$ cat config.mk
export PLATFORM = sky130hd
export DESIGN_NAME = tty_line_discipline_unit
export DESIGN_NICKNAME = d
export VERILOG_FILES = /design/src/hdl/tld_pkg.sv /design/src/hdl/tld_ram.sv /design/src/hdl/tld_ctrl.sv /design/src/hdl/tld_datapath.sv /design/src/hdl/tty_line_discipline_unit.sv
export VERILOG_INCLUDE_DIRS = /design/src /design/src/hdl
export SDC_FILE = /design/constraint.sdc
export NUM_CORES = 2
export LEC_CHECK = 0
export ABC_AREA = 0
export BUFFER_PORTS_ARGS = -buffer_cell sky130_fd_sc_hd__buf_4
export CORE_ASPECT_RATIO = 1.2
export CORE_UTILIZATION = 40
export DETAILED_ROUTE_END_ITERATION = 10
export PLACE_DENSITY = 0.56
export SYNTH_ARGS = -nofsm -noshare
export SYNTH_HDL_FRONTEND = slang
export SYNTH_SLANG_ARGS = --single-unit
$ cat constraint.sdc
create_clock -name clk -period 9.5 [get_ports clk]
set_input_delay 0.95 -clock clk [delete_from_list [all_inputs] [get_ports clk]]
set_output_delay 0.95 -clock clk [all_outputs]
set_load 0.03 [all_outputs]
$ cat src/hdl/tty_line_discipline_unit_macros.svh
// Assertion helpers for the line discipline datapath.
`ifndef TTY_LINE_DISCIPLINE_UNIT_MACROS_SVH
`define TTY_LINE_DISCIPLINE_UNIT_MACROS_SVH

// The consequent must hold in the same cycle as the antecedent.
`define TLD_ASSERT_SAME(lbl, ante, cons, msg) \
  lbl: assert property (@(posedge clk) disable iff (!rst_n) (ante) |-> (cons)) else $error(msg);

// The consequent must hold in the cycle after the antecedent.
`define TLD_ASSERT_NEXT(lbl, ante, cons, msg) \
  lbl: assert property (@(posedge clk) disable iff (!rst_n) (ante) |=> (cons)) else $error(msg);

`endif

$ cat src/hdl/tld_pkg.sv
package tld_pkg;

  // Operation codes of an input beat.
  localparam logic [1:0] OP_RECV = 2'd0;
  localparam logic [1:0] OP_READ = 2'd1;
  localparam logic [1:0] OP_XMIT = 2'd2;

  // Echo kinds.
  localparam logic [2:0] KIND_NONE  = 3'd0;
  localparam logic [2:0] KIND_BYTE  = 3'd1;
  localparam logic [2:0] KIND_CRLF  = 3'd2;
  localparam logic [2:0] KIND_ERASE = 3'd3;
  localparam logic [2:0] KIND_NL    = 3'd4;

  // Read status codes.
  localparam logic [1:0] RS_OK        = 2'd0;
  localparam logic [1:0] RS_NOT_READY = 2'd1;
  localparam logic [1:0] RS_EOF       = 2'd2;

  // Bit positions in mode_flags.
  localparam int F_STRIP  = 0;
  localparam int F_IGNCR  = 1;
  localparam int F_ICRNL  = 2;
  localparam int F_INLCR  = 3;
  localparam int F_ICANON = 4;
  localparam int F_ECHO   = 5;
  localparam int F_ECHOE  = 6;
  localparam int F_ECHOK  = 7;
  localparam int F_ECHONL = 8;
  localparam int F_OPOST  = 9;
  localparam int F_ONLCR  = 10;

  // Register indexes.
  localparam logic [2:0] REG_MODE  = 3'd0;
  localparam logic [2:0] REG_ERASE = 3'd1;
  localparam logic [2:0] REG_KILL  = 3'd2;
  localparam logic [2:0] REG_WERASE = 3'd3;
  localparam logic [2:0] REG_EOF   = 3'd4;
  localparam logic [2:0] REG_EOL1  = 3'd5;
  localparam logic [2:0] REG_EOL2  = 3'd6;

  localparam logic [10:0] MODE_RESET = 11'd1780;

  localparam logic [7:0] CH_NL    = 8'h0A;
  localparam logic [7:0] CH_CR    = 8'h0D;
  localparam logic [7:0] CH_SPACE = 8'h20;

  localparam logic [8:0] COUNT_MAX = 9'h1FF;

  typedef struct packed {
    logic [10:0] mode;
    logic [7:0]  erase_ch;
    logic [7:0]  kill_ch;
    logic [7:0]  werase_ch;
    logic [7:0]  eof_ch;
    logic [7:0]  eol1_ch;
    logic [7:0]  eol2_ch;
  } cfg_t;

  typedef struct packed {
    logic [2:0] kind;
    logic [7:0] obyte;
    logic [8:0] ecount;
    logic [7:0] rbyte;
    logic [1:0] rstat;
    logic       lend;
    logic       full;
    logic       wake;
  } res_t;

  typedef struct packed {
    logic latch;
    logic exec;
    logic rd_fin;
    logic we_step;
  } cmd_t;

  typedef struct packed {
    logic need_rd;
    logic need_we;
    logic we_more;
  } stat_t;

  typedef enum logic [1:0] {
    ST_IDLE,
    ST_EXEC,
    ST_RD_WAIT,
    ST_WE_WAIT
  } state_t;

  function automatic logic is_line_end(input logic [7:0] c, input logic [7:0] e1,
                                       input logic [7:0] e2);
    return (c == CH_NL) || (c == CH_CR) || ((e1 != 8'd0) && (c == e1)) ||
           ((e2 != 8'd0) && (c == e2));
  endfunction

endpackage

$ cat src/hdl/tld_ram.sv
module tld_ram #(
  parameter int WIDTH = 8,
  parameter int DEPTH = 256
) (
  input  logic                     clk,
  input  logic                     we,
  input  logic [$clog2(DEPTH)-1:0] waddr,
  input  logic [WIDTH-1:0]         wdata,
  input  logic [$clog2(DEPTH)-1:0] raddr,
  output logic [WIDTH-1:0]         rdata
);

  logic [WIDTH-1:0] mem [DEPTH];

  always_ff @(posedge clk) begin
    if (we) begin
      mem[waddr] <= wdata;
    end
    rdata <= mem[raddr];
  end

endmodule

$ cat src/hdl/tld_ctrl.sv
module tld_ctrl (
  input  logic           clk,
  input  logic           rst_n,
  input  logic           start,
  input  tld_pkg::stat_t st,
  output tld_pkg::cmd_t  cmd,
  output logic           busy
);

  tld_pkg::state_t state_r, state_nxt;

  always_ff @(posedge clk) begin
    if (!rst_n) begin
      state_r <= tld_pkg::ST_IDLE;
    end else begin
      state_r <= state_nxt;
    end
  end

  always_comb begin
    state_nxt = state_r;
    unique case (state_r)
      tld_pkg::ST_IDLE: begin
        if (start) state_nxt = tld_pkg::ST_EXEC;
      end
      tld_pkg::ST_EXEC: begin
        if (st.need_we) state_nxt = tld_pkg::ST_WE_WAIT;
        else if (st.need_rd) state_nxt = tld_pkg::ST_RD_WAIT;
        else state_nxt = tld_pkg::ST_IDLE;
      end
      tld_pkg::ST_RD_WAIT: state_nxt = tld_pkg::ST_IDLE;
      tld_pkg::ST_WE_WAIT: begin
        if (!st.we_more) state_nxt = tld_pkg::ST_IDLE;
      end
      default: state_nxt = tld_pkg::ST_IDLE;
    endcase
  end

  always_comb begin
    cmd  = '0;
    busy = 1'b1;
    unique case (state_r)
      tld_pkg::ST_IDLE: begin
        busy      = 1'b0;
        cmd.latch = start;
      end
      tld_pkg::ST_EXEC:    cmd.exec    = 1'b1;
      tld_pkg::ST_RD_WAIT: cmd.rd_fin  = 1'b1;
      tld_pkg::ST_WE_WAIT: cmd.we_step = 1'b1;
      default: busy = 1'b1;
    endcase
  end

endmodule

$ cat src/hdl/tld_datapath.sv
`include "tty_line_discipline_unit_macros.svh"

module tld_datapath #(
  parameter int BUFFER_DEPTH = 256
) (
  input  logic           clk,
  input  logic           rst_n,
  input  tld_pkg::cfg_t  cfg,
  input  tld_pkg::cmd_t  cmd,
  output tld_pkg::stat_t st,
  input  logic [1:0]     in_operation,
  input  logic [7:0]     in_byte,
  input  logic           in_batch_end,
  output logic           res_vld,
  output tld_pkg::res_t  res
);

  localparam int AW = $clog2(BUFFER_DEPTH);
  localparam int CW = $clog2(BUFFER_DEPTH + 1);
  localparam logic [AW-1:0] PTR_LAST = AW'(BUFFER_DEPTH - 1);
  localparam logic [CW-1:0] FILL_MAX = CW'(BUFFER_DEPTH);

  function automatic logic [AW-1:0] ptr_prev(input logic [AW-1:0] p);
    return (p == '0) ? PTR_LAST : p - 1'b1;
  endfunction

  function automatic logic [AW-1:0] ptr_next(input logic [AW-1:0] p);
    return (p == PTR_LAST) ? '0 : p + 1'b1;
  endfunction

  logic [1:0]    op_r, op_nxt;
  logic [7:0]    byte_r, byte_nxt;
  logic          last_r, last_nxt;
  logic [AW-1:0] wp_r, wp_nxt, rp_r, rp_nxt;
  logic [CW-1:0] fill_r, fill_nxt;
  logic [8:0]    line_r, line_nxt;
  logic          eof_r, eof_nxt;
  logic          acc_r, acc_nxt;
  logic [8:0]    n_r, n_nxt;
  logic          phase_r, phase_nxt;
  logic          vld_r, vld_nxt;
  tld_pkg::res_t res_r, res_nxt;

  logic          ram_we;
  logic [AW-1:0] ram_raddr;
  logic [7:0]    ram_rdata;

  logic [7:0] c_s, c;
  logic       ignored, canon, echo_e, fill_zero, rd_ready;
  logic       h_erase, h_kill, h_word, h_eof;
  logic       we_sp, we_pop;
  logic       fin, rx_fin, w_en;
  logic [8:0] n_inc;

  tld_ram #(.WIDTH(8), .DEPTH(BUFFER_DEPTH)) u_ring (
    .clk   (clk),
    .we    (ram_we),
    .waddr (wp_r),
    .wdata (c),
    .raddr (ram_raddr),
    .rdata (ram_rdata)
  );

  // Input mapping of the latched byte.
  always_comb begin
    c_s     = cfg.mode[tld_pkg::F_STRIP] ? {1'b0, byte_r[6:0]} : byte_r;
    ignored = cfg.mode[tld_pkg::F_IGNCR] && (c_s == tld_pkg::CH_CR);
    if (cfg.mode[tld_pkg::F_ICRNL] && (c_s == tld_pkg::CH_CR)) c = tld_pkg::CH_NL;
    else if (cfg.mode[tld_pkg::F_INLCR] && (c_s == tld_pkg::CH_NL)) c = tld_pkg::CH_CR;
    else c = c_s;
  end

  assign canon     = cfg.mode[tld_pkg::F_ICANON];
  assign echo_e    = cfg.mode[tld_pkg::F_ECHO] && cfg.mode[tld_pkg::F_ECHOE];
  assign fill_zero = (fill_r == '0);
  assign h_erase   = canon && (cfg.erase_ch != 8'd0) && (c == cfg.erase_ch);
  assign h_kill    = canon && (cfg.kill_ch != 8'd0) && (c == cfg.kill_ch);
  assign h_word    = canon && (cfg.werase_ch != 8'd0) && (c == cfg.werase_ch);
  assign h_eof     = canon && (cfg.eof_ch != 8'd0) && (c == cfg.eof_ch);
  assign rd_ready  = canon ? ((line_r != '0) || eof_r) : !fill_zero;

  assign st.need_we = (op_r == tld_pkg::OP_RECV) && !ignored && !h_erase && !h_kill &&
                      h_word && !fill_zero;
  assign st.need_rd = (op_r == tld_pkg::OP_READ) && rd_ready && !fill_zero;

  // Word erase walk: trailing spaces first, then the word itself.
  assign we_sp      = (ram_rdata == tld_pkg::CH_SPACE);
  assign we_pop     = !phase_r || !we_sp;
  assign st.we_more = we_pop && (fill_r != CW'(1));
  assign n_inc      = (n_r == tld_pkg::COUNT_MAX) ? n_r : n_r + 1'b1;

  always_comb begin
    op_nxt    = op_r;
    byte_nxt  = byte_r;
    last_nxt  = last_r;
    wp_nxt    = wp_r;
    rp_nxt    = rp_r;
    fill_nxt  = fill_r;
    line_nxt  = line_r;
    eof_nxt   = eof_r;
    acc_nxt   = acc_r;
    n_nxt     = n_r;
    phase_nxt = phase_r;
    res_nxt   = '0;
    ram_we    = 1'b0;
    ram_raddr = rp_r;
    fin       = 1'b0;
    rx_fin    = 1'b0;
    w_en      = 1'b0;

    if (cmd.latch) begin
      op_nxt   = in_operation;
      byte_nxt = in_byte;
      last_nxt = in_batch_end;
    end

    if (cmd.exec) begin
      case (op_r)
        tld_pkg::OP_RECV: begin
          fin    = !st.need_we;
          rx_fin = !st.need_we;
          if (!ignored) begin
            w_en = 1'b1;
            if (h_erase) begin
              if (!fill_zero) begin
                wp_nxt   = ptr_prev(wp_r);
                fill_nxt = fill_r - 1'b1;
                if (echo_e) begin
                  res_nxt.kind   = tld_pkg::KIND_ERASE;
                  res_nxt.ecount = 9'd1;
                end
              end
            end else if (h_kill) begin
              if (!fill_zero) begin
                wp_nxt   = rp_r;
                fill_nxt = '0;
                if (cfg.mode[tld_pkg::F_ECHO] && cfg.mode[tld_pkg::F_ECHOK])
                  res_nxt.kind = tld_pkg::KIND_NL;
              end
            end else if (h_word) begin
              n_nxt     = '0;
              phase_nxt = 1'b0;
              ram_raddr = ptr_prev(wp_r);
            end else if (h_eof) begin
              if (fill_zero) eof_nxt = 1'b1;
              else if (line_r != tld_pkg::COUNT_MAX) line_nxt = line_r + 1'b1;
            end else if (fill_r == FILL_MAX) begin
              res_nxt.full = 1'b1;
              w_en         = 1'b0;
            end else begin
              ram_we   = 1'b1;
              wp_nxt   = ptr_next(wp_r);
              fill_nxt = fill_r + 1'b1;
              if (canon && tld_pkg::is_line_end(c, cfg.eol1_ch, cfg.eol2_ch) &&
                  (line_r != tld_pkg::COUNT_MAX))
                line_nxt = line_r + 1'b1;
              if (cfg.mode[tld_pkg::F_ECHO] ||
                  (cfg.mode[tld_pkg::F_ECHONL] && (c == tld_pkg::CH_NL))) begin
                if (cfg.mode[tld_pkg::F_OPOST] && cfg.mode[tld_pkg::F_ONLCR] &&
                    (c == tld_pkg::CH_NL)) begin
                  res_nxt.kind = tld_pkg::KIND_CRLF;
                end else begin
                  res_nxt.kind  = tld_pkg::KIND_BYTE;
                  res_nxt.obyte = c;
                end
              end
            end
          end
        end
        tld_pkg::OP_READ: begin
          fin = !st.need_rd;
          if (!rd_ready) begin
            res_nxt.rstat = tld_pkg::RS_NOT_READY;
          end else if (canon && fill_zero && eof_r) begin
            eof_nxt       = 1'b0;
            res_nxt.rstat = tld_pkg::RS_EOF;
            if (line_r != '0) line_nxt = line_r - 1'b1;
          end else if (fill_zero) begin
            res_nxt.rstat = tld_pkg::RS_NOT_READY;
            if (line_r != '0) line_nxt = line_r - 1'b1;
          end
        end
        tld_pkg::OP_XMIT: begin
          fin = 1'b1;
          if (cfg.mode[tld_pkg::F_OPOST] && cfg.mode[tld_pkg::F_ONLCR] &&
              (byte_r == tld_pkg::CH_NL)) begin
            res_nxt.kind = tld_pkg::KIND_CRLF;
          end else begin
            res_nxt.kind  = tld_pkg::KIND_BYTE;
            res_nxt.obyte = byte_r;
          end
        end
        default: fin = 1'b1;
      endcase
    end

    if (cmd.rd_fin) begin
      fin           = 1'b1;
      res_nxt.rbyte = ram_rdata;
      rp_nxt        = ptr_next(rp_r);
      fill_nxt      = fill_r - 1'b1;
      if (canon && tld_pkg::is_line_end(ram_rdata, cfg.eol1_ch, cfg.eol2_ch)) begin
        res_nxt.lend = 1'b1;
        if (line_r != '0) line_nxt = line_r - 1'b1;
      end else if (canon && (fill_r == CW'(1)) && (line_r != '0)) begin
        line_nxt = line_r - 1'b1;
      end
    end

    if (cmd.we_step) begin
      phase_nxt = phase_r || !we_sp;
      if (we_pop) begin
        wp_nxt    = ptr_prev(wp_r);
        fill_nxt  = fill_r - 1'b1;
        n_nxt     = n_inc;
        ram_raddr = ptr_prev(ptr_prev(wp_r));
      end
      if (!st.we_more) begin
        fin    = 1'b1;
        rx_fin = 1'b1;
        w_en   = 1'b1;
        if (echo_e && (n_nxt != '0)) begin
          res_nxt.kind   = tld_pkg::KIND_ERASE;
          res_nxt.ecount = n_nxt;
        end
      end
    end

    // Wake is gathered over a receive batch and reported on its last beat.
    if (rx_fin) begin
      acc_nxt = acc_r || (w_en && (!canon || (line_nxt != '0) || eof_nxt));
      if (last_r) begin
        res_nxt.wake = acc_nxt;
        acc_nxt      = 1'b0;
      end
    end

    vld_nxt = fin;
    if (!fin) res_nxt = res_r;
  end

  always_ff @(posedge clk) begin
    if (!rst_n) begin
      wp_r    <= '0;
      rp_r    <= '0;
      fill_r  <= '0;
      line_r  <= '0;
      eof_r   <= 1'b0;
      acc_r   <= 1'b0;
      vld_r   <= 1'b0;
    end else begin
      wp_r    <= wp_nxt;
      rp_r    <= rp_nxt;
      fill_r  <= fill_nxt;
      line_r  <= line_nxt;
      eof_r   <= eof_nxt;
      acc_r   <= acc_nxt;
      vld_r   <= vld_nxt;
    end
  end

  always_ff @(posedge clk) begin
    op_r    <= op_nxt;
    byte_r  <= byte_nxt;
    last_r  <= last_nxt;
    n_r     <= n_nxt;
    phase_r <= phase_nxt;
    res_r   <= res_nxt;
  end

  assign res_vld = vld_r;
  assign res     = res_r;

  `TLD_ASSERT_SAME(a_fill_bound, 1'b1, fill_r <= FILL_MAX, "ring fill beyond depth")
  `TLD_ASSERT_SAME(a_empty_ptrs, fill_r == '0, wp_r == rp_r, "empty ring with apart pointers")
  `TLD_ASSERT_NEXT(a_one_result, vld_r, !vld_r, "results on consecutive cycles")
  `TLD_ASSERT_SAME(a_step_nonempty, cmd.we_step, fill_r != '0, "word erase on empty ring")

endmodule

$ cat src/hdl/tty_line_discipline_unit.sv
// Channel   | Handshake                    | Payload
// input     | start / busy                 | in_operation, in_byte, in_batch_end
// result    | out_valid (one-cycle strobe) | out_kind .. out_wake
// config    | APB write/read, pready high  | paddr, pwdata, prdata
//
// A beat is taken at an edge where start is high and busy is low. The next
// cycle executes it; for most beats the result strobe follows in the cycle
// after that, during which busy is already low again. A read that pops a
// byte passes through an extra wait state, as the ring memory has a
// registered read port. A word erase stays in its wait state while it
// removes bytes and leaves when the walk stops at a space or an empty ring.
// Reset is synchronous and active low; the ring contents are not cleared and
// there is no clearing pass. The result receiver cannot stall the block.
module tty_line_discipline_unit #(
  parameter int BUFFER_DEPTH = 256
) (
  input  logic        clk,
  input  logic        rst_n,
  // Input channel.
  input  logic        start,
  output logic        busy,
  input  logic [1:0]  in_operation,
  input  logic [7:0]  in_byte,
  input  logic        in_batch_end,
  // Result channel.
  output logic        out_valid,
  output logic [2:0]  out_kind,
  output logic [7:0]  out_byte,
  output logic [8:0]  out_erase_count,
  output logic [7:0]  out_read_byte,
  output logic [1:0]  out_read_status,
  output logic        out_line_end,
  output logic        out_buffer_full,
  output logic        out_wake,
  // Configuration port.
  input  logic        psel,
  input  logic        penable,
  input  logic        pwrite,
  input  logic [4:0]  paddr,
  input  logic [31:0] pwdata,
  output logic [31:0] prdata,
  output logic        pready
);

  tld_pkg::cfg_t  cfg_r, cfg_nxt;
  tld_pkg::cmd_t  cmd;
  tld_pkg::stat_t st;
  tld_pkg::res_t  res;
  logic           cfg_wr;
  logic [2:0]     cfg_idx;

  // Registers sit on word addresses; the low two address bits are ignored.
  assign cfg_idx = paddr[4:2];
  assign cfg_wr  = psel && penable && pwrite;
  assign pready  = 1'b1;

  always_comb begin
    cfg_nxt = cfg_r;
    if (cfg_wr) begin
      unique case (cfg_idx)
        tld_pkg::REG_MODE:   cfg_nxt.mode      = pwdata[10:0];
        tld_pkg::REG_ERASE:  cfg_nxt.erase_ch  = pwdata[7:0];
        tld_pkg::REG_KILL:   cfg_nxt.kill_ch   = pwdata[7:0];
        tld_pkg::REG_WERASE: cfg_nxt.werase_ch = pwdata[7:0];
        tld_pkg::REG_EOF:    cfg_nxt.eof_ch    = pwdata[7:0];
        tld_pkg::REG_EOL1:   cfg_nxt.eol1_ch   = pwdata[7:0];
        tld_pkg::REG_EOL2:   cfg_nxt.eol2_ch   = pwdata[7:0];
        default:             cfg_nxt = cfg_r;
      endcase
    end
  end

  always_comb begin
    unique case (cfg_idx)
      tld_pkg::REG_MODE:   prdata = {21'd0, cfg_r.mode};
      tld_pkg::REG_ERASE:  prdata = {24'd0, cfg_r.erase_ch};
      tld_pkg::REG_KILL:   prdata = {24'd0, cfg_r.kill_ch};
      tld_pkg::REG_WERASE: prdata = {24'd0, cfg_r.werase_ch};
      tld_pkg::REG_EOF:    prdata = {24'd0, cfg_r.eof_ch};
      tld_pkg::REG_EOL1:   prdata = {24'd0, cfg_r.eol1_ch};
      tld_pkg::REG_EOL2:   prdata = {24'd0, cfg_r.eol2_ch};
      default:             prdata = 32'd0;
    endcase
  end

  // Reset values follow the usual canonical terminal defaults.
  always_ff @(posedge clk) begin
    if (!rst_n) begin
      cfg_r.mode      <= tld_pkg::MODE_RESET;
      cfg_r.erase_ch  <= 8'd127;
      cfg_r.kill_ch   <= 8'd21;
      cfg_r.werase_ch <= 8'd23;
      cfg_r.eof_ch    <= 8'd4;
      cfg_r.eol1_ch   <= 8'd0;
      cfg_r.eol2_ch   <= 8'd0;
    end else begin
      cfg_r <= cfg_nxt;
    end
  end

  // The controller sequences each beat; the datapath owns the ring and counters.
  tld_ctrl u_ctrl (
    .clk   (clk),
    .rst_n (rst_n),
    .start (start),
    .st    (st),
    .cmd   (cmd),
    .busy  (busy)
  );

  tld_datapath #(.BUFFER_DEPTH(BUFFER_DEPTH)) u_dp (
    .clk          (clk),
    .rst_n        (rst_n),
    .cfg          (cfg_r),
    .cmd          (cmd),
    .st           (st),
    .in_operation (in_operation),
    .in_byte      (in_byte),
    .in_batch_end (in_batch_end),
    .res_vld      (out_valid),
    .res          (res)
  );

  assign out_kind        = res.kind;
  assign out_byte        = res.obyte;
  assign out_erase_count = res.ecount;
  assign out_read_byte   = res.rbyte;
  assign out_read_status = res.rstat;
  assign out_line_end    = res.lend;
  assign out_buffer_full = res.full;
  assign out_wake        = res.wake;

endmodule
Word level (Yosys, flattened, before mapping) --
Memories as Yosys holds them, arrays and structs flattened. A register that Yosys moved wholly into a read port is not among the register bits. Cells that the tools add are included.
Operators by class: $add $sub $neg 9, equality and inequality tests 39, muxes and demuxes 161, bitwise gates (word level) 2, reduce and logical (&&, ||, !) cells 93
Operators by type and width (number):
- $mux 9 | 47
- $mux 8 | 31
- $pmux 11 s7 | 1
- $eq 8x8->1 | 8
- $eq 8x4->1 const B | 7
- $mux 1 | 55
- $reduce_bool 8->1 | 6
- $logic_and 1x1->1 | 40
- $mux 20 | 2
- $mux 11 | 3
- $add 9x1->9 const B | 3
- $reduce_bool 9->1 | 3
- $mux 3 | 8
- $pmux 11 s2 | 1
- $reduce_and 2->1 | 10
- $eq 9x9->1 const B | 2
- $pmux 9 s2 | 1
- $sub 9x1->9 const B | 2
- $add 8x1->8 const B | 2
- $eq 8x8->1 const B | 2
- $logic_not 8->1 | 2
- $mux 2 | 8
- $sub 8x1->8 const B | 2
- $logic_or 1x1->1 | 13
- 22 further kinds | 45
Storage, ports and cells: register bits after elaboration 152, bits in writable memories 2048, bits of input ports 54, output and inout port bits 68, logic and storage cells 334, memories 1
Memories:
- u_dp.u_ring.mem | depth 256, bits a word 8, rd ports 1, clocked after Yosys merged registers in 1, write ports 1, line tld_ram.sv:13 | logic [WIDTH-1:0] mem [DEPTH];

Logic depth before layout (Yosys ltp) --
word-level depth 29, depth in mapped cells 22

By module --
Synthesis repeated with hierarchy kept, for this count alone.
Second synthesis, totals: cells, all modules 5063, area total of the unflattened synthesis 90369.2 um^2
By module, submodules not included:
- tld_ram | instances 1, cells an instance 3733, area each 79556.3 um^2
- tld_datapath | instances 1, cells an instance 1008, area each 7807.5 um^2
- tty_line_discipline_unit | instances 1, cells an instance 307, area each 2890.3 um^2
- tld_ctrl | instances 1, cells an instance 15, area each 115.1 um^2

Worst setup path before layout --
OpenSTA, ideal clock, no wires.
kind register -> register, from register u_dp.byte_r[5], to memory u_dp.u_ring.mem[110][0] (enable), library setup time 370 ps, data arrival time 7082 ps, data required time 9130 ps, path slack 2048 ps, cell stages (with the launch flop) 15, path buffers 4, period minus slack after synthesis 7452 ps, path through edfxtp_1 buf_4 or4b_4 buf_6 nor3_1 o21a_1 xnor2_1 nand4_1 o21ai_0 a21oi_1 clkbuf_1 and3_1 nand3_1 clkbuf_1 nor2_1
On the way: cells in the longest elaborated chain, start to end 16
RTL lines:
- start, declared | line tld_datapath.sv:32 | logic [7:0] byte_r, byte_nxt;
- start signal, assigned | line tld_datapath.sv:264 | byte_r <= byte_nxt;
- $mux 8 * | line tld_datapath.sv:66 | c_s = cfg.mode[tld_pkg::F_STRIP] ? {1'b0, byte_r[6:0]} : byte_r;
- $eq 8x4->1 | line tld_datapath.sv:69 | else if (cfg.mode[tld_pkg::F_INLCR] && (c_s == tld_pkg::CH_NL)) c = tld_pkg::CH_CR;
- $logic_and 1x1->1 | line tld_datapath.sv:69
- $mux 8 | line tld_datapath.sv:69
- $mux 8 * | line tld_datapath.sv:68 | if (cfg.mode[tld_pkg::F_ICRNL] && (c_s == tld_pkg::CH_CR)) c = tld_pkg::CH_NL;
- named net u_dp.c[2] | line tld_datapath.sv:48 | logic [7:0] c_s, c;
- $eq 8x8->1 | line tld_datapath.sv:79 | assign h_eof = canon && (cfg.eof_ch != 8'd0) && (c == cfg.eof_ch);
- $logic_and 1x1->1 | line tld_datapath.sv:79
- $mux 1 | line tld_datapath.sv:144 | end else if (h_eof) begin
- $mux 1 | line tld_datapath.sv:140 | end else if (h_word) begin
- $mux 1 | line tld_datapath.sv:133 | end else if (h_kill) begin
- $mux 1 * | line tld_datapath.sv:124 | if (h_erase) begin
- $mux 1 * | line tld_datapath.sv:122 | if (!ignored) begin
- $mux 1 * | line tld_datapath.sv:118 | case (op_r)
- $mux 1 * | line tld_datapath.sv:117 | if (cmd.exec) begin
- $mux 1 * | line tld_ram.sv:16 | if (we) begin
- $mux 1 (not written as such) * | line tld_ram.sv:17 | mem[waddr] <= wdata;
- end, declared | line tld_ram.sv:13
Mark *: on every way through the listed nets, which the timed path passes. The rest lies on a longest branch.

Worst setup path after layout --
from register u_dp.byte_r[2], to register u_dp.u_ring.rdata[2] (read register of u_dp.u_ring.mem)
On the way: cells in the longest elaborated chain, start to end 15
RTL lines:
- $mux 8 * | line tld_datapath.sv:66
- $eq 8x4->1 | line tld_datapath.sv:69
- $logic_and 1x1->1 | line tld_datapath.sv:69
- $mux 8 | line tld_datapath.sv:69
- $mux 8 | line tld_datapath.sv:68
- $eq 8x8->1 | line tld_datapath.sv:78 | assign h_word = canon && (cfg.werase_ch != 8'd0) && (c == cfg.werase_ch);
- $logic_and 1x1->1 | line tld_datapath.sv:78
- $mux 8 | line tld_datapath.sv:140
- $mux 8 | line tld_datapath.sv:133
- $mux 8 | line tld_datapath.sv:124
- $mux 8 * | line tld_datapath.sv:122
- $mux 8 * | line tld_datapath.sv:118
- $mux 8 * | line tld_datapath.sv:117
- $mux 8 | line tld_datapath.sv:212 | if (we_pop) begin
- $mux 8 * | line tld_datapath.sv:210 | if (cmd.we_step) begin
- end, declared | line tld_ram.sv:10 | output logic [WIDTH-1:0] rdata
Every way passes the cells marked *; elsewhere a longest branch is shown, timed or not. A chain may end at the register's enable or synchronous reset.

==> summary.md <==
| Metric | Value |
|---|---|
| Outcome | `completed` |
| Die X | `439 um` |
| Final net count | `~6600` |
| Area leader, netlist | `edfxtp_1` |
| Hold Path Class | `primary input to flip-flop` |
| Synth Register Bits | `around 2200` |
| Total Wirelength | `around 280000 um` |
| Min-delay src | `in_byte[5]` |
| Crit Path Max Fanout | `27` |
| Crit share post-route | `0.799` |
| Setup Skew | `around 0.07 ns` |
| Fin. max-slew vios | `0` |
| P&R area growth vs syn | `11.4%` |
| DIE AREA | `231000 sq um` |
| Initial antenna violation count | `13` |
| Fmax | `132 MHz` |
| RD Place Congestion | `around 0.89` |
| CP max-delay cell | `mux2_4` |
| Top Layer Used | `met4` |
| First-pass GRT wire length | `just over 400000 um` |
| Worst path cell trace | `nand4bb_1, o31a_1, o21ai_1, a221o_1, o2111ai_2, mux2_4, buf_4, and3_2, nand2_1, o22ai_1, nor4_1, or4_1, o22ai_1, a211o_1` |
| Util after Layout | `0.448` |
| Critical path arrival | `8.43 ns` |
| Yosys warns | `0` |
| Via density | `between 5 and 6` |
| CTS Hold Bufs | `0` |
| Starting Density | `0.402` |
| Cts bufs inserted | `around 220` |
| Post-CTS Setup Bufs | `0` |
| Detailed Routing Iterations Pass 1 | `8` |
| Syn_area_per_cell | `roughly 14 sq um` |
| Setup TNS | `0 ns` |
| MaxCap Viol Count | `0` |
| Leakage dissipation | `around 34 nW` |
| CTS clk-pin slew, worst paths | `0.07 ns` |
| Post-route DRC | `0` |
| Hold Vio Cnt, Final | `0` |
| Power after layout | `approximately 0.019 W` |
| Metal-1 WL | `~110000 um` |
| CTS-repair resized insts | `0` |
| Largest net degree at the start of global routing | `between 200 and 250` |
| CTS tree | `done` |
| Clk root buf | `clkbuf_16` |
| Dominant cells by area after synthesis | `edfxtp_1 69%, mux4_2 4.7%, nand2_1 4.6%` |
| Relative slew margins | `0.163` |
| Syn Inst Count | `6507` |
| Cell area after synthesis | `91700 sq um` |
| Worst-Margin Slew | `1.26 ns` |
| DP HPWL | `~170000 um` |
| Final setup margin | `approximately 1.9 ns` |
| Commonest non-fill, non-tap cell in the layout | `edfxtp_1` |
| DP Worst Slack | `roughly 2 ns` |
| Hold EP | `u_dp.byte_r[5]$_DFFE_PP_` |
| Commonest cells after routing, fill and taps aside | `2093 x edfxtp_1, 1121 x nand2_1, 483 x nand3_1, 376 x nor2_1, 217 x clkbuf_16` |
| Vias | `57535` |
| Vias in the first global route | `about 55000` |
| PortBufs | `76` |
| Sequential element share of the synthesized area | `0.711` |
| Layout cell share with drive strength beyond 1 | `0.116` |
| Routed Antenna Nets | `0` |
| Top_reg_cell synth | `edfxtp_1` |
| Crit. End Element | `flip-flop` |
| Initial drt markers | `between 6000 and 7000` |
| Min Tclk post-route | `around 7.6 ns` |
| Pwr Density | `190 nW/um^2` |
| Worst skew pair latency | `about 0.9 ns` |
| Row cnt | `~190` |
| Post-synth EDFFs | `2093` |
| Metal3 WL | `around 23000 um` |
| WP data required | `~10 ns` |
| CP dominant cell by count | `o22ai_1` |
| Total gr overflow | `0` |
| Min Hold Slack | `between 0.2 and 0.3 ns` |
| Critical path startpoint category | `flip-flop` |
| Critical R2R Launch | `u_dp.byte_r[2]$_DFFE_PP_` |
| Wire length on met2 | `135000 um` |
| Largest stage delay on the critical path | `around 0.77 ns` |
| R2R setup slack | `1.91 ns` |
| RR Endpoint | `u_dp.u_ring.rdata[2]$_DFF_P_` |
| Final number of setup-violating endpoints | `0` |
| DR WL/cell | `slightly below 30 um` |
| Core Area | `~230000 sq um` |
| WHS Path Cells | `1` |
| Fraction of registers with async set or reset after synthesis | `0` |
| RSZ-0062 raised after global routing | `false` |
| Area share of the largest cell type after synthesis | `0.686` |
| CTS max path bufs | `4` |
| Depth of the CTS H-tree | `4` |
| Synth cell types | `between 90 and 100` |
| Tot GR Track Use | `0.240` |
| Ports | `approximately 120` |
| CP Class | `flip-flop to flip-flop` |
| FF-to-FF path depth | `14` |
| Clk sinks | `around 2200` |
| Die Span Y | `526 um` |
| Peak VDD IR | `0.130 mV` |
[worst max path at each step]
stage                                  start                                end  slack (ns)  depth (start not counted)
CTS                   cfg_r[48]$_SDFFE_PN0P_       u_dp.u_ring.rdata[2]$_DFF_P_        2.03                         16
detailed placement    cfg_r[48]$_SDFFE_PN0P_       u_dp.u_ring.rdata[2]$_DFF_P_        1.99                         16
global placement    u_dp.byte_r[5]$_DFFE_PP_       u_dp.u_ring.rdata[5]$_DFF_P_        2.11                         17
finish              u_dp.byte_r[2]$_DFFE_PP_       u_dp.u_ring.rdata[2]$_DFF_P_        1.91                         14
global route          cfg_r[48]$_SDFFE_PN0P_       u_dp.u_ring.rdata[2]$_DFF_P_        1.80                         16
floorplan           u_dp.byte_r[5]$_DFFE_PP_  u_dp.u_ring.mem[110][0]$_DFFE_PP_        2.05                         14
[cells by family (layout without fill, tap and decap cells)]
| kind of cell | count (synthesis) | after routing | share of synthesized area |
|---|---|---|---|
| multiplexers | 364 | 364 | 0.0661 |
| adder cells (fa/ha/maj) | 16 | 16 | 0.00218 |
| other | 2 | 28 | 0.0000819 |
| flip-flops | 2208 | 2208 | 0.711 |
| buffers and inverters | 491 | 630 | 0.0256 |
| AO/OA/AOI/OAI | 877 | 877 | 0.0665 |
| XOR/XNOR | 82 | 82 | 0.00783 |
| AND/OR/NAND/NOR | 2467 | 2467 | 0.121 |
[synthesized netlist by cell type (9+ instances only)]
library cell and n:
edfxtp_1 2093, nand2_1 1130, nand3_1 488, nor2_1 378, mux4_2 192, buf_2 190
clkbuf_1 180, a21oi_1 162, mux2i_1 158, and3_1 144, a211oi_1 116, dfxtp_1 115
o21ai_0 108, a31oi_1 80, a22oi_1 62, nor3_1 62, a311oi_1 55, buf_4 54
nor2b_1 52, and2_1 47, xor2_1 45, o22ai_1 43, nor4_1 40, nand4_1 39
xnor2_1 37, buf_1 30, o211ai_1 29, inv_1 27, or3_1 22, a22o_1 20
a2111oi_0 19, o221ai_1 18, ha_1 16, o31ai_1 16, a21boi_0 14, a221oi_1 14
mux2_2 14, a211o_1 13, a21o_1 11, nand2b_1 11, or4_1 10, o2111ai_1 9
o31a_1 9
[through the flow]
stage          instances  area, sq um
2_1_floorplan       6527        91700
3_3_place_gp        9294        95600
3_5_place_dp        9294        95600
4_1_cts             9673       102000
5_1_grt             9674       102000
6_report            9679       102000
[power by group]
part	leakage, nW	switching (W)	internal, W	total (W)
clock network	3.22	0.00367	0.00459	0.00826
registers	19.8	0.0000253	0.0107	0.0107
logic	10.8	0.000351	0.0000983	0.000449
[registers in the layout, indices dropped and copies added (netlist names), 2 cells and up]
register and cells:
u_dp.wp_r 8, u_dp.fill_r 9, u_dp.op_r 2, cfg_r 59, u_dp.line_r 9, u_dp.u_ring.mem 2048, u_dp.res 33, u_dp.rp_r 8
u_dp.byte_r 8, u_dp.u_ring.rdata 8, u_ctrl.state_r 2, u_dp.n_r 9
[final cells by class]
type                    count  area [sq um]
diodes                      6          15.0
repair buffers            222          1990
clock inverters            97           785
well taps                3007          3760
clock buffers             282          5780
fillers                 20061        126000
multi-input cells        3828         24500
flip-flops and latches   2208         65200
inverters                  29           124
[metal layers]
| layer | GRT usage | vias to the layer above |
|---|---|---|
| met2 | 0.387 | 2768 |
| met3 | 0.0342 | 524 |
| li1 | - | 24777 |
| met5 | 0 | - |
| met4 | 0.106 | 0 |
| met1 | 0.321 | 29466 |
[critical path, delay by kind of cell (launching register included)]
| kind | cells | cell delay [ns] |
|---|---|---|
| AO/OA/AOI/OAI | 7 | 3.25 |
| AND/OR/NAND/NOR | 5 | 2.34 |
| multiplexers | 1 | 0.77 |
| flip-flops | 1 | 0.66 |
| buffers and inverters | 1 | 0.52 |
Note: power is estimated with default switching activity, not from simulation.
